<file path="src/rtl/core/ddd_pkg.sv">
// ----------------------------------------------------------------------------
// ddd_pkg
// Types, constants and calendar helpers shared by the date difference block.
// ----------------------------------------------------------------------------
package ddd_pkg;

  localparam int unsigned YEAR_MAX_DEF = 9999;

  localparam int unsigned DAY_W    = 5;
  localparam int unsigned MONTH_W  = 4;
  localparam int unsigned YEAR_W   = 14;
  localparam int unsigned DNUM_W   = 23;
  localparam int unsigned GAP_W    = 22;
  localparam int unsigned ORDER_W  = 2;
  localparam int unsigned MLEN_W   = 5;
  localparam int unsigned DBM_W    = 9;
  localparam int unsigned QUART_W  = YEAR_W - 2;
  localparam int unsigned QUOT_W   = 8;

  localparam int unsigned DAYS_PER_YEAR = 365;
  localparam int unsigned CENT_QUARTERS = 25;
  localparam int unsigned RECIP25       = 1311;
  localparam int unsigned RECIP25_SHIFT = 15;
  localparam int unsigned RECIP_PROD_W  = RECIP25_SHIFT + QUOT_W;

  localparam logic [MONTH_W-1:0] MONTH_JAN = MONTH_W'(1);
  localparam logic [MONTH_W-1:0] MONTH_FEB = MONTH_W'(2);
  localparam logic [MONTH_W-1:0] MONTH_DEC = MONTH_W'(12);

  typedef enum logic [ORDER_W-1:0] {
    ORD_EQUAL   = 2'd0,
    ORD_LATER   = 2'd1,
    ORD_EARLIER = 2'd2
  } order_e;

  typedef struct packed {
    logic [YEAR_W-1:0]  year;
    logic [MONTH_W-1:0] month;
    logic [DAY_W-1:0]   day;
  } date_t;

  typedef struct packed {
    date_t first;
    date_t second;
  } pair_t;

  typedef struct packed {
    logic              valid;
    logic [DNUM_W-1:0] day_num;
  } date_info_t;

  typedef struct packed {
    logic               first_valid;
    logic               second_valid;
    logic [ORDER_W-1:0] order;
    logic [GAP_W-1:0]   day_gap;
  } result_t;

  function automatic logic [QUOT_W-1:0] div25(input logic [QUART_W-1:0] v);
    logic [RECIP_PROD_W-1:0] prod;
    prod = RECIP_PROD_W'(v) * RECIP_PROD_W'(RECIP25);
    return prod[RECIP25_SHIFT +: QUOT_W];
  endfunction

  function automatic logic [MLEN_W-1:0] month_len(input logic [MONTH_W-1:0] month,
                                                   input logic leap);
    logic [MLEN_W-1:0] len;
    unique case (month)
      4'd2:                      len = leap ? MLEN_W'(29) : MLEN_W'(28);
      4'd4, 4'd6, 4'd9, 4'd11:   len = MLEN_W'(30);
      default:                   len = MLEN_W'(31);
    endcase
    return len;
  endfunction

  function automatic logic [DBM_W-1:0] days_before(input logic [MONTH_W-1:0] month);
    logic [DBM_W-1:0] dbm;
    unique case (month)
      4'd2:    dbm = DBM_W'(31);
      4'd3:    dbm = DBM_W'(59);
      4'd4:    dbm = DBM_W'(90);
      4'd5:    dbm = DBM_W'(120);
      4'd6:    dbm = DBM_W'(151);
      4'd7:    dbm = DBM_W'(181);
      4'd8:    dbm = DBM_W'(212);
      4'd9:    dbm = DBM_W'(243);
      4'd10:   dbm = DBM_W'(273);
      4'd11:   dbm = DBM_W'(304);
      4'd12:   dbm = DBM_W'(334);
      default: dbm = '0;
    endcase
    return dbm;
  endfunction

endpackage

</file>
<file path="src/rtl/core/ddd_if.sv">
// ----------------------------------------------------------------------------
// ddd_if
// Valid/ready channels for date pairs and difference results.
// ----------------------------------------------------------------------------
interface ddd_in_if;
  logic                         valid;
  logic                         ready;
  logic [ddd_pkg::DAY_W-1:0]    day_first;
  logic [ddd_pkg::MONTH_W-1:0]  month_first;
  logic [ddd_pkg::YEAR_W-1:0]   year_first;
  logic [ddd_pkg::DAY_W-1:0]    day_second;
  logic [ddd_pkg::MONTH_W-1:0]  month_second;
  logic [ddd_pkg::YEAR_W-1:0]   year_second;

  modport source (
    output valid, day_first, month_first, year_first,
           day_second, month_second, year_second,
    input  ready
  );
  modport sink (
    input  valid, day_first, month_first, year_first,
           day_second, month_second, year_second,
    output ready
  );
endinterface

interface ddd_out_if;
  logic                         valid;
  logic                         ready;
  logic                         first_valid;
  logic                         second_valid;
  logic [ddd_pkg::ORDER_W-1:0]  order;
  logic [ddd_pkg::GAP_W-1:0]    day_gap;

  modport source (
    output valid, first_valid, second_valid, order, day_gap,
    input  ready
  );
  modport sink (
    input  valid, first_valid, second_valid, order, day_gap,
    output ready
  );
endinterface

</file>
<file path="src/rtl/core/ddd_date_unit.sv">
// ----------------------------------------------------------------------------
// ddd_date_unit
// Checks one date and gives its ordinal day number from 0001-01-01.
// ----------------------------------------------------------------------------
module ddd_date_unit #(
  parameter int unsigned YEAR_MAX = ddd_pkg::YEAR_MAX_DEF
) (
  input  ddd_pkg::date_t      date_i,
  output ddd_pkg::date_info_t info_o
);

  logic [ddd_pkg::QUART_W-1:0] y_quart;
  logic [ddd_pkg::QUOT_W-1:0]  y_q25;
  logic                        y_rem_zero;
  logic                        leap;
  logic [ddd_pkg::MLEN_W-1:0]  mlen;
  logic                        year_ok;
  logic                        month_ok;
  logic                        day_ok;
  logic [ddd_pkg::YEAR_W-1:0]  prev_year;
  logic [ddd_pkg::QUART_W-1:0] p_quart;
  logic [ddd_pkg::QUOT_W-1:0]  p_cent;
  logic                        leap_adj;

  // leap: divisible by 4, and not a century unless divisible by 400
  assign y_quart    = date_i.year[ddd_pkg::YEAR_W-1:2];
  assign y_q25      = ddd_pkg::div25(y_quart);
  assign y_rem_zero = (y_quart ==
                       ddd_pkg::QUART_W'(ddd_pkg::QUART_W'(y_q25) *
                                         ddd_pkg::QUART_W'(ddd_pkg::CENT_QUARTERS)));
  assign leap       = (date_i.year[1:0] == 2'd0) && (!y_rem_zero || (y_q25[1:0] == 2'd0));

  assign mlen     = ddd_pkg::month_len(date_i.month, leap);
  assign year_ok  = (date_i.year != '0) && (32'(date_i.year) <= 32'(YEAR_MAX));
  assign month_ok = (date_i.month >= ddd_pkg::MONTH_JAN) && (date_i.month <= ddd_pkg::MONTH_DEC);
  assign day_ok   = (date_i.day != '0) && (date_i.day <= mlen);

  assign prev_year = date_i.year - ddd_pkg::YEAR_W'(1);
  assign p_quart   = prev_year[ddd_pkg::YEAR_W-1:2];
  assign p_cent    = ddd_pkg::div25(p_quart);
  assign leap_adj  = leap && (date_i.month > ddd_pkg::MONTH_FEB);

  assign info_o.valid   = year_ok && month_ok && day_ok;
  assign info_o.day_num =
      ddd_pkg::DNUM_W'(prev_year) * ddd_pkg::DNUM_W'(ddd_pkg::DAYS_PER_YEAR)
    + ddd_pkg::DNUM_W'(p_quart)
    - ddd_pkg::DNUM_W'(p_cent)
    + ddd_pkg::DNUM_W'(p_cent[ddd_pkg::QUOT_W-1:2])
    + ddd_pkg::DNUM_W'(ddd_pkg::days_before(date_i.month))
    + ddd_pkg::DNUM_W'(leap_adj)
    + ddd_pkg::DNUM_W'(date_i.day);

endmodule

</file>
<file path="src/rtl/core/date_day_difference.sv">
// ----------------------------------------------------------------------------
// date_day_difference
// Gregorian date pair to validity flags, ordering and absolute day gap.
// ----------------------------------------------------------------------------
// Each transfer on in_i carries two dates; one result per pair leaves on
// out_o via the input and result registers. The date pair is registered,
// both dates are checked and turned into day numbers by constant-coefficient
// arithmetic, and the result register drives out_o. A new pair is taken
// every cycle while out_o keeps draining; the result register and the input
// register each hold one item, so up to two pairs are in flight. day_gap is
// zero when either date is invalid; order compares the raw year, month and
// day fields in every case. Years above YEAR_MAX count as invalid.
// ----------------------------------------------------------------------------
module date_day_difference #(
  parameter int unsigned YEAR_MAX = ddd_pkg::YEAR_MAX_DEF
) (
  input  logic           clk_i,
  input  logic           rst_ni,
  ddd_in_if.sink         in_i,
  ddd_out_if.source      out_o
);

  logic                        in_valid_q;
  ddd_pkg::pair_t              in_q;
  logic                        out_valid_q;
  ddd_pkg::result_t            res_q;
  ddd_pkg::result_t            res_d;
  logic                        out_en;
  logic                        in_en;
  ddd_pkg::date_info_t         info_first;
  ddd_pkg::date_info_t         info_second;
  ddd_pkg::order_e             order;
  logic [ddd_pkg::DNUM_W-1:0]  diff;

  assign out_en     = !out_valid_q || out_o.ready;
  assign in_en      = !in_valid_q || out_en;
  assign in_i.ready = in_en;

  always_ff @(posedge clk_i or negedge rst_ni) begin
    if (!rst_ni) begin
      in_valid_q  <= 1'b0;
      out_valid_q <= 1'b0;
    end else begin
      if (in_en) begin
        in_valid_q <= in_i.valid;
      end
      if (out_en) begin
        out_valid_q <= in_valid_q;
      end
    end
  end

  always_ff @(posedge clk_i) begin
    if (in_en && in_i.valid) begin
      in_q.first  <= '{year: in_i.year_first, month: in_i.month_first, day: in_i.day_first};
      in_q.second <= '{year: in_i.year_second, month: in_i.month_second,
                       day: in_i.day_second};
    end
    if (out_en && in_valid_q) begin
      res_q <= res_d;
    end
  end

  ddd_date_unit #(.YEAR_MAX(YEAR_MAX)) u_first (
    .date_i (in_q.first),
    .info_o (info_first)
  );

  ddd_date_unit #(.YEAR_MAX(YEAR_MAX)) u_second (
    .date_i (in_q.second),
    .info_o (info_second)
  );

  always_comb begin
    priority if (in_q.first == in_q.second) begin
      order = ddd_pkg::ORD_EQUAL;
    end else if (in_q.first > in_q.second) begin
      order = ddd_pkg::ORD_LATER;
    end else begin
      order = ddd_pkg::ORD_EARLIER;
    end
  end

  assign diff = (info_first.day_num >= info_second.day_num)
              ? (info_first.day_num - info_second.day_num)
              : (info_second.day_num - info_first.day_num);

  always_comb begin
    res_d.first_valid  = info_first.valid;
    res_d.second_valid = info_second.valid;
    res_d.order        = order;
    res_d.day_gap      = (info_first.valid && info_second.valid)
                       ? diff[ddd_pkg::GAP_W-1:0] : '0;
  end

  assign out_o.valid        = out_valid_q;
  assign out_o.first_valid  = res_q.first_valid;
  assign out_o.second_valid = res_q.second_valid;
  assign out_o.order        = res_q.order;
  assign out_o.day_gap      = res_q.day_gap;

endmodule

</file>
<file path="src/flat_wrapper.sv">
// flat-port wrapper written by rule: the top's interface ports become plain ports
module date_day_difference_flat 
#(
  parameter int unsigned YEAR_MAX = ddd_pkg::YEAR_MAX_DEF
)
  (clk_i, rst_ni, in_i_valid, in_i_day_first, in_i_month_first, in_i_year_first, in_i_day_second, in_i_month_second, in_i_year_second, in_i_ready, out_o_valid, out_o_first_valid, out_o_second_valid, out_o_order, out_o_day_gap, out_o_ready);
  ddd_in_if in_i_i ();
  ddd_out_if out_o_i ();
  input  logic clk_i;
  input  logic rst_ni;
  input wire logic [$bits(in_i_i.valid)-1:0] in_i_valid;
  input wire logic [$bits(in_i_i.day_first)-1:0] in_i_day_first;
  input wire logic [$bits(in_i_i.month_first)-1:0] in_i_month_first;
  input wire logic [$bits(in_i_i.year_first)-1:0] in_i_year_first;
  input wire logic [$bits(in_i_i.day_second)-1:0] in_i_day_second;
  input wire logic [$bits(in_i_i.month_second)-1:0] in_i_month_second;
  input wire logic [$bits(in_i_i.year_second)-1:0] in_i_year_second;
  output wire logic [$bits(in_i_i.ready)-1:0] in_i_ready;
  output wire logic [$bits(out_o_i.valid)-1:0] out_o_valid;
  output wire logic [$bits(out_o_i.first_valid)-1:0] out_o_first_valid;
  output wire logic [$bits(out_o_i.second_valid)-1:0] out_o_second_valid;
  output wire logic [$bits(out_o_i.order)-1:0] out_o_order;
  output wire logic [$bits(out_o_i.day_gap)-1:0] out_o_day_gap;
  input wire logic [$bits(out_o_i.ready)-1:0] out_o_ready;
  assign in_i_i.valid = in_i_valid;
  assign in_i_i.day_first = in_i_day_first;
  assign in_i_i.month_first = in_i_month_first;
  assign in_i_i.year_first = in_i_year_first;
  assign in_i_i.day_second = in_i_day_second;
  assign in_i_i.month_second = in_i_month_second;
  assign in_i_i.year_second = in_i_year_second;
  assign in_i_ready = in_i_i.ready;
  assign out_o_valid = out_o_i.valid;
  assign out_o_first_valid = out_o_i.first_valid;
  assign out_o_second_valid = out_o_i.second_valid;
  assign out_o_order = out_o_i.order;
  assign out_o_day_gap = out_o_i.day_gap;
  assign out_o_i.ready = out_o_ready;
  date_day_difference #(.YEAR_MAX(YEAR_MAX)) u_core (.clk_i(clk_i), .rst_ni(rst_ni), .in_i(in_i_i), .out_o(out_o_i));
endmodule
</file>
<file path="config.mk">
export PLATFORM = sky130hd
export DESIGN_NAME = date_day_difference_flat
export DESIGN_NICKNAME = d
export VERILOG_FILES = /design/src/rtl/core/ddd_pkg.sv /design/src/rtl/core/ddd_if.sv /design/src/rtl/core/ddd_date_unit.sv /design/src/rtl/core/date_day_difference.sv /design/src/flat_wrapper.sv
export SDC_FILE = /design/constraint.sdc
export NUM_CORES = 1
export LEC_CHECK = 0
export ABC_AREA = 1
export BUFFER_PORTS_ARGS = -buffer_cell sky130_fd_sc_hd__buf_2
export CORE_AREA = 2 2 233 235
export CTS_BUF_LIST = sky130_fd_sc_hd__clkbuf_4
export DETAILED_ROUTE_END_ITERATION = 7
export DIE_AREA = 0 0 235 237
export PLACE_DENSITY = 0.7
export SYNTH_ARGS = -nofsm -noshare
export SYNTH_HDL_FRONTEND = slang
export SYNTH_SLANG_ARGS = --single-unit
</file>
<file path="constraint.sdc">
create_clock -name clk_i -period 16.25 [get_ports clk_i]
set_input_delay 1.625 -clock clk_i [delete_from_list [all_inputs] [get_ports clk_i]]
set_output_delay 1.625 -clock clk_i [all_outputs]
set_load 0.03 [all_outputs]
</file>
==> out/metrics.csv, run 1 <==
stage,metric,value,unit
status,status,finished clean,
timing,max_slew.worst_pin.slew,1090,ps
die,design.die.area,55700,sq um
synthesis,mapped_cell_area,28600,sq um
synthesis,synth_ff_type,sky130_fd_sc_hd__edfxtp_1,
routing,drt.antenna.violating_nets,0,
synthesis,edff_count_synth,72,
synthesis,synth_top_area_cell,sky130_fd_sc_hd__ha_1,
global_routing,maximum_number_of_pins_on_one_net_before_global_route_repair,47,
job,cap_violations,0,
clock_network,post_cts_resize_count,0,
global_routing,antenna_found_initial,3,
synthesis,post_synth_xor_area_fraction,4.97,%
clock_network,ctsHoldBuffers,0,
die,die-height,237,um
timing,max-slew-margin-rel,27.1,%
final_layout,fillCellCount,4876,
clock_network,cts_made_buffers,9,
synthesis,ys_top_cells_by_area,"sky130_fd_sc_hd__ha_1, sky130_fd_sc_hd__fa_1, sky130_fd_sc_hd__inv_1",
timing,rsz0062_at_grt,no,
global_routing,vias_in_the_first_global_route,21662,
die,placeableCoreArea,53300,sq um
timing,report.final.slew_viol_count,0,
place,detailed_place_hpwl,56800,um
timing,fin_crit,14100,ps
worst_setup_path,slowest_delay,820,ps
final_layout,synthToLayoutAreaGrowth,4.74,%
synthesis,avgSynthCellArea,8.65,sq um
clock_network,clock_tree.htree_level_count,3,
synthesis,synth.yosys.warnings,0,
clock_network,cts.root.buffer_cell,sky130_fd_sc_hd__clkbuf_4,
synthesis,synth.area.mux_share,0,%
clock_network,clock_latency,590,ps
synthesis,fraction_of_the_mapped_netlist_area_in_simple_logic_gates,11.4,%
timing,worst_clock_skew,49.7,ps
die,floorplan.die.width,235,um
routing,detail_route.iter0.violations,1408,
worst_setup_path,cp_slowest_cell,sky130_fd_sc_hd__edfxtp_1,
min_path,hold_class,flop to flop,
final_layout,stdcell_area,29900,sq um
worst_setup_path,worst-endpoint-required,16640,ps
timing,hold_violations,0,
synthesis,yosys.area_share.adder,55.1,%
routing,avgRoutedWirePerCell,15.8,um
clock_network,cts-root-to-sink-buffers,2,
routing,post_drt_via_cell_ratio,5.16,
global_routing,first_pass_grt_wire_length,109000,um
clock_network,clkSlewWorstSetupHoldPaths,160,ps
die,core.rowCount,85,
timing,report.final.setup_viol,0,
place,place_congestion,0.952,
timing,fin_worst_hold_slack,549,ps
worst_setup_path,critical_path_class,flop to flop,
synthesis,synth.ff_latch_count,92,
routing,detail_route.first_pass.iterations,7,
synthesis,largest_family_of_logic_cells_by_synthesized_area,adder cells,
final_layout,final_layout_size_suffix_gt1_share,5.79,%
clock_network,post_cts_buffers,0,
place,number_of_input_and_output_port_buffers_inserted,77,
synthesis,synth-compound-area-share,7.49,%
synthesis,synth.top_cell.area_share,29.8,%
synthesis,synth.net_count,4393,
die,design.portCount,78,
final_layout,finalCoreUtilization,56.1,%
clock_network,cts_tree,built,
routing,route.detailed.drc,0,
timing,post-route-period-util,86.7,%
place,dpl-instance-area,29700,sq um
timing,setup_tns,0,ps
synthesis,mapped_cells,3302,
final_layout,final_net_count,4473,
timing,fmax,70.9,MHz
die,initial_utilization,53.6,%
synthesis,share_of_flip_flops_with_an_asynchronous_set_or_reset_after_synthesis,2.17,%
routing,totalWireLength,64700,um
worst_setup_path,arrival,14490,ps
synthesis,ys_types,55,
global_routing,globalRouteTotalUtil,24.2,%
worst_setup_path,start_kind,flop,
worst_setup_path,critical_path.endpoint_type,flop,
global_routing,global_route.overflow_total,0,
synthesis,ys_seq_area_share,9.01,%
clock_network,clock_sink_count,92,
routing,detailroute.via_count,21081,
worst_setup_path,cp_max_fo,22,
final timing paths:
path / slack [ps] / to / startpoint / cells past startpoint
max: 2150 / u_core.out_o.day_gap[19] / u_core.in_q[38] / 67
min: 550 / u_core.out_o.valid / u_core.in_valid_q / 2
max reg2reg: 2150 / u_core.out_o.day_gap[19] / u_core.in_q[38] / 67
min reg2reg: 550 / u_core.out_o.valid / u_core.in_valid_q / 2
max in group asynchronous: 15350 / u_core.in_valid_q / rst_ni / 1
min in group asynchronous: 810 / u_core.out_o.valid / rst_ni / 1
cell usage after synthesis (2+ instances only):
| cell | instances |
|---|---|
| sky130_fd_sc_hd__o211ai_1 | 2 |
| sky130_fd_sc_hd__edfxtp_1 | 72 |
| sky130_fd_sc_hd__buf_4 | 12 |
| sky130_fd_sc_hd__nand3_1 | 107 |
| sky130_fd_sc_hd__a21boi_0 | 3 |
| sky130_fd_sc_hd__nand2_1 | 427 |
| sky130_fd_sc_hd__a31oi_1 | 11 |
| sky130_fd_sc_hd__a21oi_1 | 179 |
| sky130_fd_sc_hd__a211oi_1 | 4 |
| sky130_fd_sc_hd__inv_1 | 856 |
| sky130_fd_sc_hd__a32oi_1 | 2 |
| sky130_fd_sc_hd__o22ai_1 | 4 |
| sky130_fd_sc_hd__nor4_1 | 6 |
| sky130_fd_sc_hd__o21ai_0 | 78 |
| sky130_fd_sc_hd__o221ai_1 | 4 |
| sky130_fd_sc_hd__dfrtp_1 | 2 |
| sky130_fd_sc_hd__o21bai_1 | 8 |
| sky130_fd_sc_hd__a21oi_2 | 25 |
| sky130_fd_sc_hd__nand4_1 | 33 |
| sky130_fd_sc_hd__nor4_2 | 2 |
| sky130_fd_sc_hd__o21a_1 | 4 |
| sky130_fd_sc_hd__nand2_2 | 26 |
| sky130_fd_sc_hd__nor2_2 | 4 |
| sky130_fd_sc_hd__and3_1 | 2 |
| sky130_fd_sc_hd__o21ai_1 | 7 |
| sky130_fd_sc_hd__a21o_1 | 13 |
| sky130_fd_sc_hd__xnor2_1 | 57 |
| sky130_fd_sc_hd__buf_6 | 3 |
| sky130_fd_sc_hd__fa_1 | 360 |
| sky130_fd_sc_hd__o31ai_1 | 3 |
| sky130_fd_sc_hd__dfxtp_1 | 18 |
| sky130_fd_sc_hd__xor2_1 | 105 |
| sky130_fd_sc_hd__buf_2 | 7 |
| sky130_fd_sc_hd__or2_2 | 5 |
| sky130_fd_sc_hd__nor2_1 | 113 |
| sky130_fd_sc_hd__o21ai_2 | 11 |
| sky130_fd_sc_hd__nor3_1 | 17 |
| sky130_fd_sc_hd__a21boi_1 | 2 |
| sky130_fd_sc_hd__ha_1 | 681 |
| sky130_fd_sc_hd__buf_12 | 2 |
| sky130_fd_sc_hd__inv_2 | 5 |
| sky130_fd_sc_hd__o2111ai_1 | 3 |
| sky130_fd_sc_hd__nand3b_1 | 5 |
per-layer routing:
metal	routed length (um)	vias up	GRT usage (%)
li1	-	10562	-
met1	30100	9946	33.9
met3	3520	82	3.12
met5	0	-	0
met4	1520	0	6.02
met2	29500	491	39.9
worst max-delay path, delay by kind of cell (launching register included):
family | cells | cell delay [ps]
flops | 1 | 820
compound gates | 6 | 1090
simple gates | 28 | 3070
fa+ha+maj | 18 | 7210
buf+inv | 13 | 1240
xor+xnor | 2 | 500
placed cells by master, fill, tap and decap left out, types with 18 or more instances in the layout:
cell type                  Yosys  layout
sky130_fd_sc_hd__nand4_1      33      33
sky130_fd_sc_hd__xor2_1      105     105
sky130_fd_sc_hd__nand2_1     427     427
sky130_fd_sc_hd__o21ai_0      78      78
sky130_fd_sc_hd__nor2_1      113     113
sky130_fd_sc_hd__a21oi_2      25      25
sky130_fd_sc_hd__edfxtp_1     72      72
sky130_fd_sc_hd__dfxtp_1      18      18
sky130_fd_sc_hd__ha_1        681     681
sky130_fd_sc_hd__inv_1       856     855
sky130_fd_sc_hd__fa_1        360     360
sky130_fd_sc_hd__xnor2_1      57      57
sky130_fd_sc_hd__a21oi_1     179     178
sky130_fd_sc_hd__nand2_2      26      26
sky130_fd_sc_hd__buf_2         7      77
sky130_fd_sc_hd__nand3_1     107     107
layout make-up:
class | count | area [sq um] | area share, %
antenna | 2 | 5.00 | 0.0167
clock buffer | 9 | 67.6 | 0.226
clock inverter | 7 | 90.1 | 0.301
inverter | 862 | 3240 | 10.8
multi-input combinational | 2323 | 22500 | 75.4
sequential | 92 | 2570 | 8.60
tap | 696 | 871 | 2.91
timing repair buffer | 94 | 513 | 1.72
stage by stage:
step | cells | setup slack, ps
after floorplan | 3302 | 4080
after global placement | 4067 | 2380
after detailed placement | 4067 | 2230
after CTS | 4083 | 2170
after global routing | 4085 | 1120
final | 4085 | 2150
logic make-up after synthesis:
kind of cell	Yosys count
compound gates	367
simple gates	753
xor+xnor	162
flops	92
fa+ha+maj	1041
buf+inv	887
Power of run 1 is not shown: default switching activity piles up to over one toggle a cycle in this logic, so the estimate is an artifact.
==> inputs of run 2 (changes only) <==
Settings changed: RECOVER_POWER set to 50.
==> run 2 against run 1 <==
Against the previous run: the flow now finishes with violations (capacitance limit, slew limit); via count grew 0.19%; register-to-register slack gained 20 ps; die area is the same; first-iteration DRC count shrank 0.43%; utilization shrank 0.12 points; wire length is essentially flat; clock-buffer cell count is the same; global-route usage is the same; critical endpoint unchanged.
==> out/metrics.csv, run 2 (synthesis results as in run 1) <==
stage,metric,value,unit
global_routing,global_route.overflow_total,0,
final_layout,layout.cells.most_common,sky130_fd_sc_hd__inv_1,
clock_network,clkSlewWorstSetupHoldPaths,170,ps
clock_network,clock_latency,590,ps
clock_network,post_cts_resize_count,0,
timing,post-route-period-util,86.6,%
timing,report.final.slew_viol_count,27,
clock_network,cts-root-to-sink-buffers,2,
worst_setup_path,worst-endpoint-required,16640,ps
job,cap_violations,1,
final_layout,mostFrequentLayoutCells,"sky130_fd_sc_hd__inv_1, sky130_fd_sc_hd__ha_1, sky130_fd_sc_hd__nand2_1, sky130_fd_sc_hd__fa_1, sky130_fd_sc_hd__a21oi_1",
status,status,"complete, but fails checks",
worst_setup_path,cp_max_fo,22,
final_layout,final_layout_size_suffix_gt1_share,4.52,%
final_layout,sequential_cell_area,2570,sq um
routing,detail_route.first_pass.iterations,7,
routing,avgRoutedWirePerCell,15.8,um
die,initial_utilization,53.6,%
routing,detail_route.iter0.violations,1402,
status,failed_checks,"capacitance limit, slew limit",
final_layout,multi_input_logic_area,22500,sq um
global_routing,first_pass_grt_wire_length,109000,um
routing,post_drt_via_cell_ratio,5.17,
worst_setup_path,worst-r2r-cell-count,71,
worst_setup_path,slowest_delay,810,ps
timing,fmax,71.1,MHz
place,detailed_place_hpwl,56800,um
die,core.rowCount,85,
worst_setup_path,reg2reg_setup_slack,2180,ps
clock_network,clock_sink_count,92,
clock_network,cts_made_buffers,9,
routing,totalWireLength,64700,um
clock_network,clock_tree.htree_level_count,3,
die,die-height,237,um
routing,detailroute.via_count,21121,
final_layout,synthToLayoutAreaGrowth,4.52,%
min_path,hold_class,flop to flop,
worst_setup_path,start_kind,flop,
global_routing,antenna_found_initial,4,
die,placeableCoreArea,53300,sq um
worst_setup_path,arrival,14470,ps
timing,setup_tns,0,ps
die,design.portCount,78,
timing,max-slew-margin-rel,-105,%
place,number_of_input_and_output_port_buffers_inserted,77,
die,floorplan.die.width,235,um
global_routing,globalRouteTotalUtil,24.2,%
timing,report.final.setup_viol,0,
routing,route.detailed.drc,0,
worst_setup_path,critical_path.endpoint_type,flop,
clock_network,post_cts_buffers,0,
timing,rsz0062_at_grt,no,
clock_network,cts.root.buffer_cell,sky130_fd_sc_hd__clkbuf_4,
timing,worst_clock_skew,44.8,ps
die,design.die.area,55700,sq um
final_layout,final_net_count,4473,
routing,drt.antenna.violating_nets,0,
global_routing,vias_in_the_first_global_route,21662,
place,place_congestion,0.952,
worst_setup_path,cp_slowest_cell,sky130_fd_sc_hd__edfxtp_1,
global_routing,maximum_number_of_pins_on_one_net_before_global_route_repair,47,
final_layout,fillCellCount,4897,
timing,hold_violations,0,
clock_network,ctsHoldBuffers,0,
timing,fin_crit,14070,ps
clock_network,cts_tree,built,
min_path,cell_count_of_the_worst_hold_path,2,
timing,max_slew.worst_pin.slew,3070,ps
worst_setup_path,critical_path_class,flop to flop,
run 2: changes by cell type in the layout (fill, tap and decap cells not counted), sizes merged:
cell,before,now
buf,94,54
clkbuf,9,49
run 2: worst paths after layout:
check | endpoint | start
worst max-delay path | u_core.out_o.day_gap[19] | u_core.in_q[38]
worst min-delay path | u_core.out_o.valid | u_core.in_valid_q
worst max register to register | u_core.out_o.day_gap[19] | u_core.in_q[38]
worst min register to register | u_core.out_o.valid | u_core.in_valid_q
max in group asynchronous | u_core.in_valid_q | rst_ni
min in group asynchronous | u_core.out_o.valid | rst_ni
run 2: cell type report:
| cell class | count | area share [%] |
|---|---|---|
| multi-input cells | 2323 | 75.5 |
| repair buffers | 94 | 1.55 |
| inverters | 862 | 10.9 |
| well taps | 696 | 2.92 |
| diodes | 2 | 0.0168 |
| flip-flops and latches | 92 | 8.62 |
| clock buffers | 9 | 0.226 |
| clock inverters | 7 | 0.302 |
run 2: worst max-delay path, delay by kind of cell, from the launching register on:
| kind | cells | cell delay [ps] |
|---|---|---|
| xor+xnor | 2 | 480 |
| simple gates | 30 | 3100 |
| fa+ha+maj | 18 | 7060 |
| flops | 1 | 810 |
| buf+inv | 15 | 1350 |
| compound gates | 6 | 1090 |
run 2: through the flow:
| step | util [%] | hold WS, ps | cells | cell area [sq um] | setup slack (ps) |
|---|---|---|---|---|---|
| after floorplan | - | 447 | 3302 | 28600 | 4080 |
| after global placement | 55.8 | 502 | 4067 | 29700 | 2380 |
| after detailed placement | 55.8 | 512 | 4067 | 29700 | 2230 |
| after CTS | 56.1 | 551 | 4083 | 29900 | 2170 |
| after global routing | 56.0 | 564 | 4085 | 29800 | 1120 |
| final | 56.0 | 518 | 4085 | 29800 | 2180 |
run 2: per-layer routing:
layer | vias to the layer above | track usage (%) | part of all wire [%]
met2 | 491 | 39.9 | 46
met1 | 9984 | 33.9 | 47
met5 | - | 0 | 0
met3 | 88 | 3.12 | 5.3
li1 | 10558 | - | -
met4 | 0 | 6.02 | 2.5
Power of run 2 is left out for the same reason.
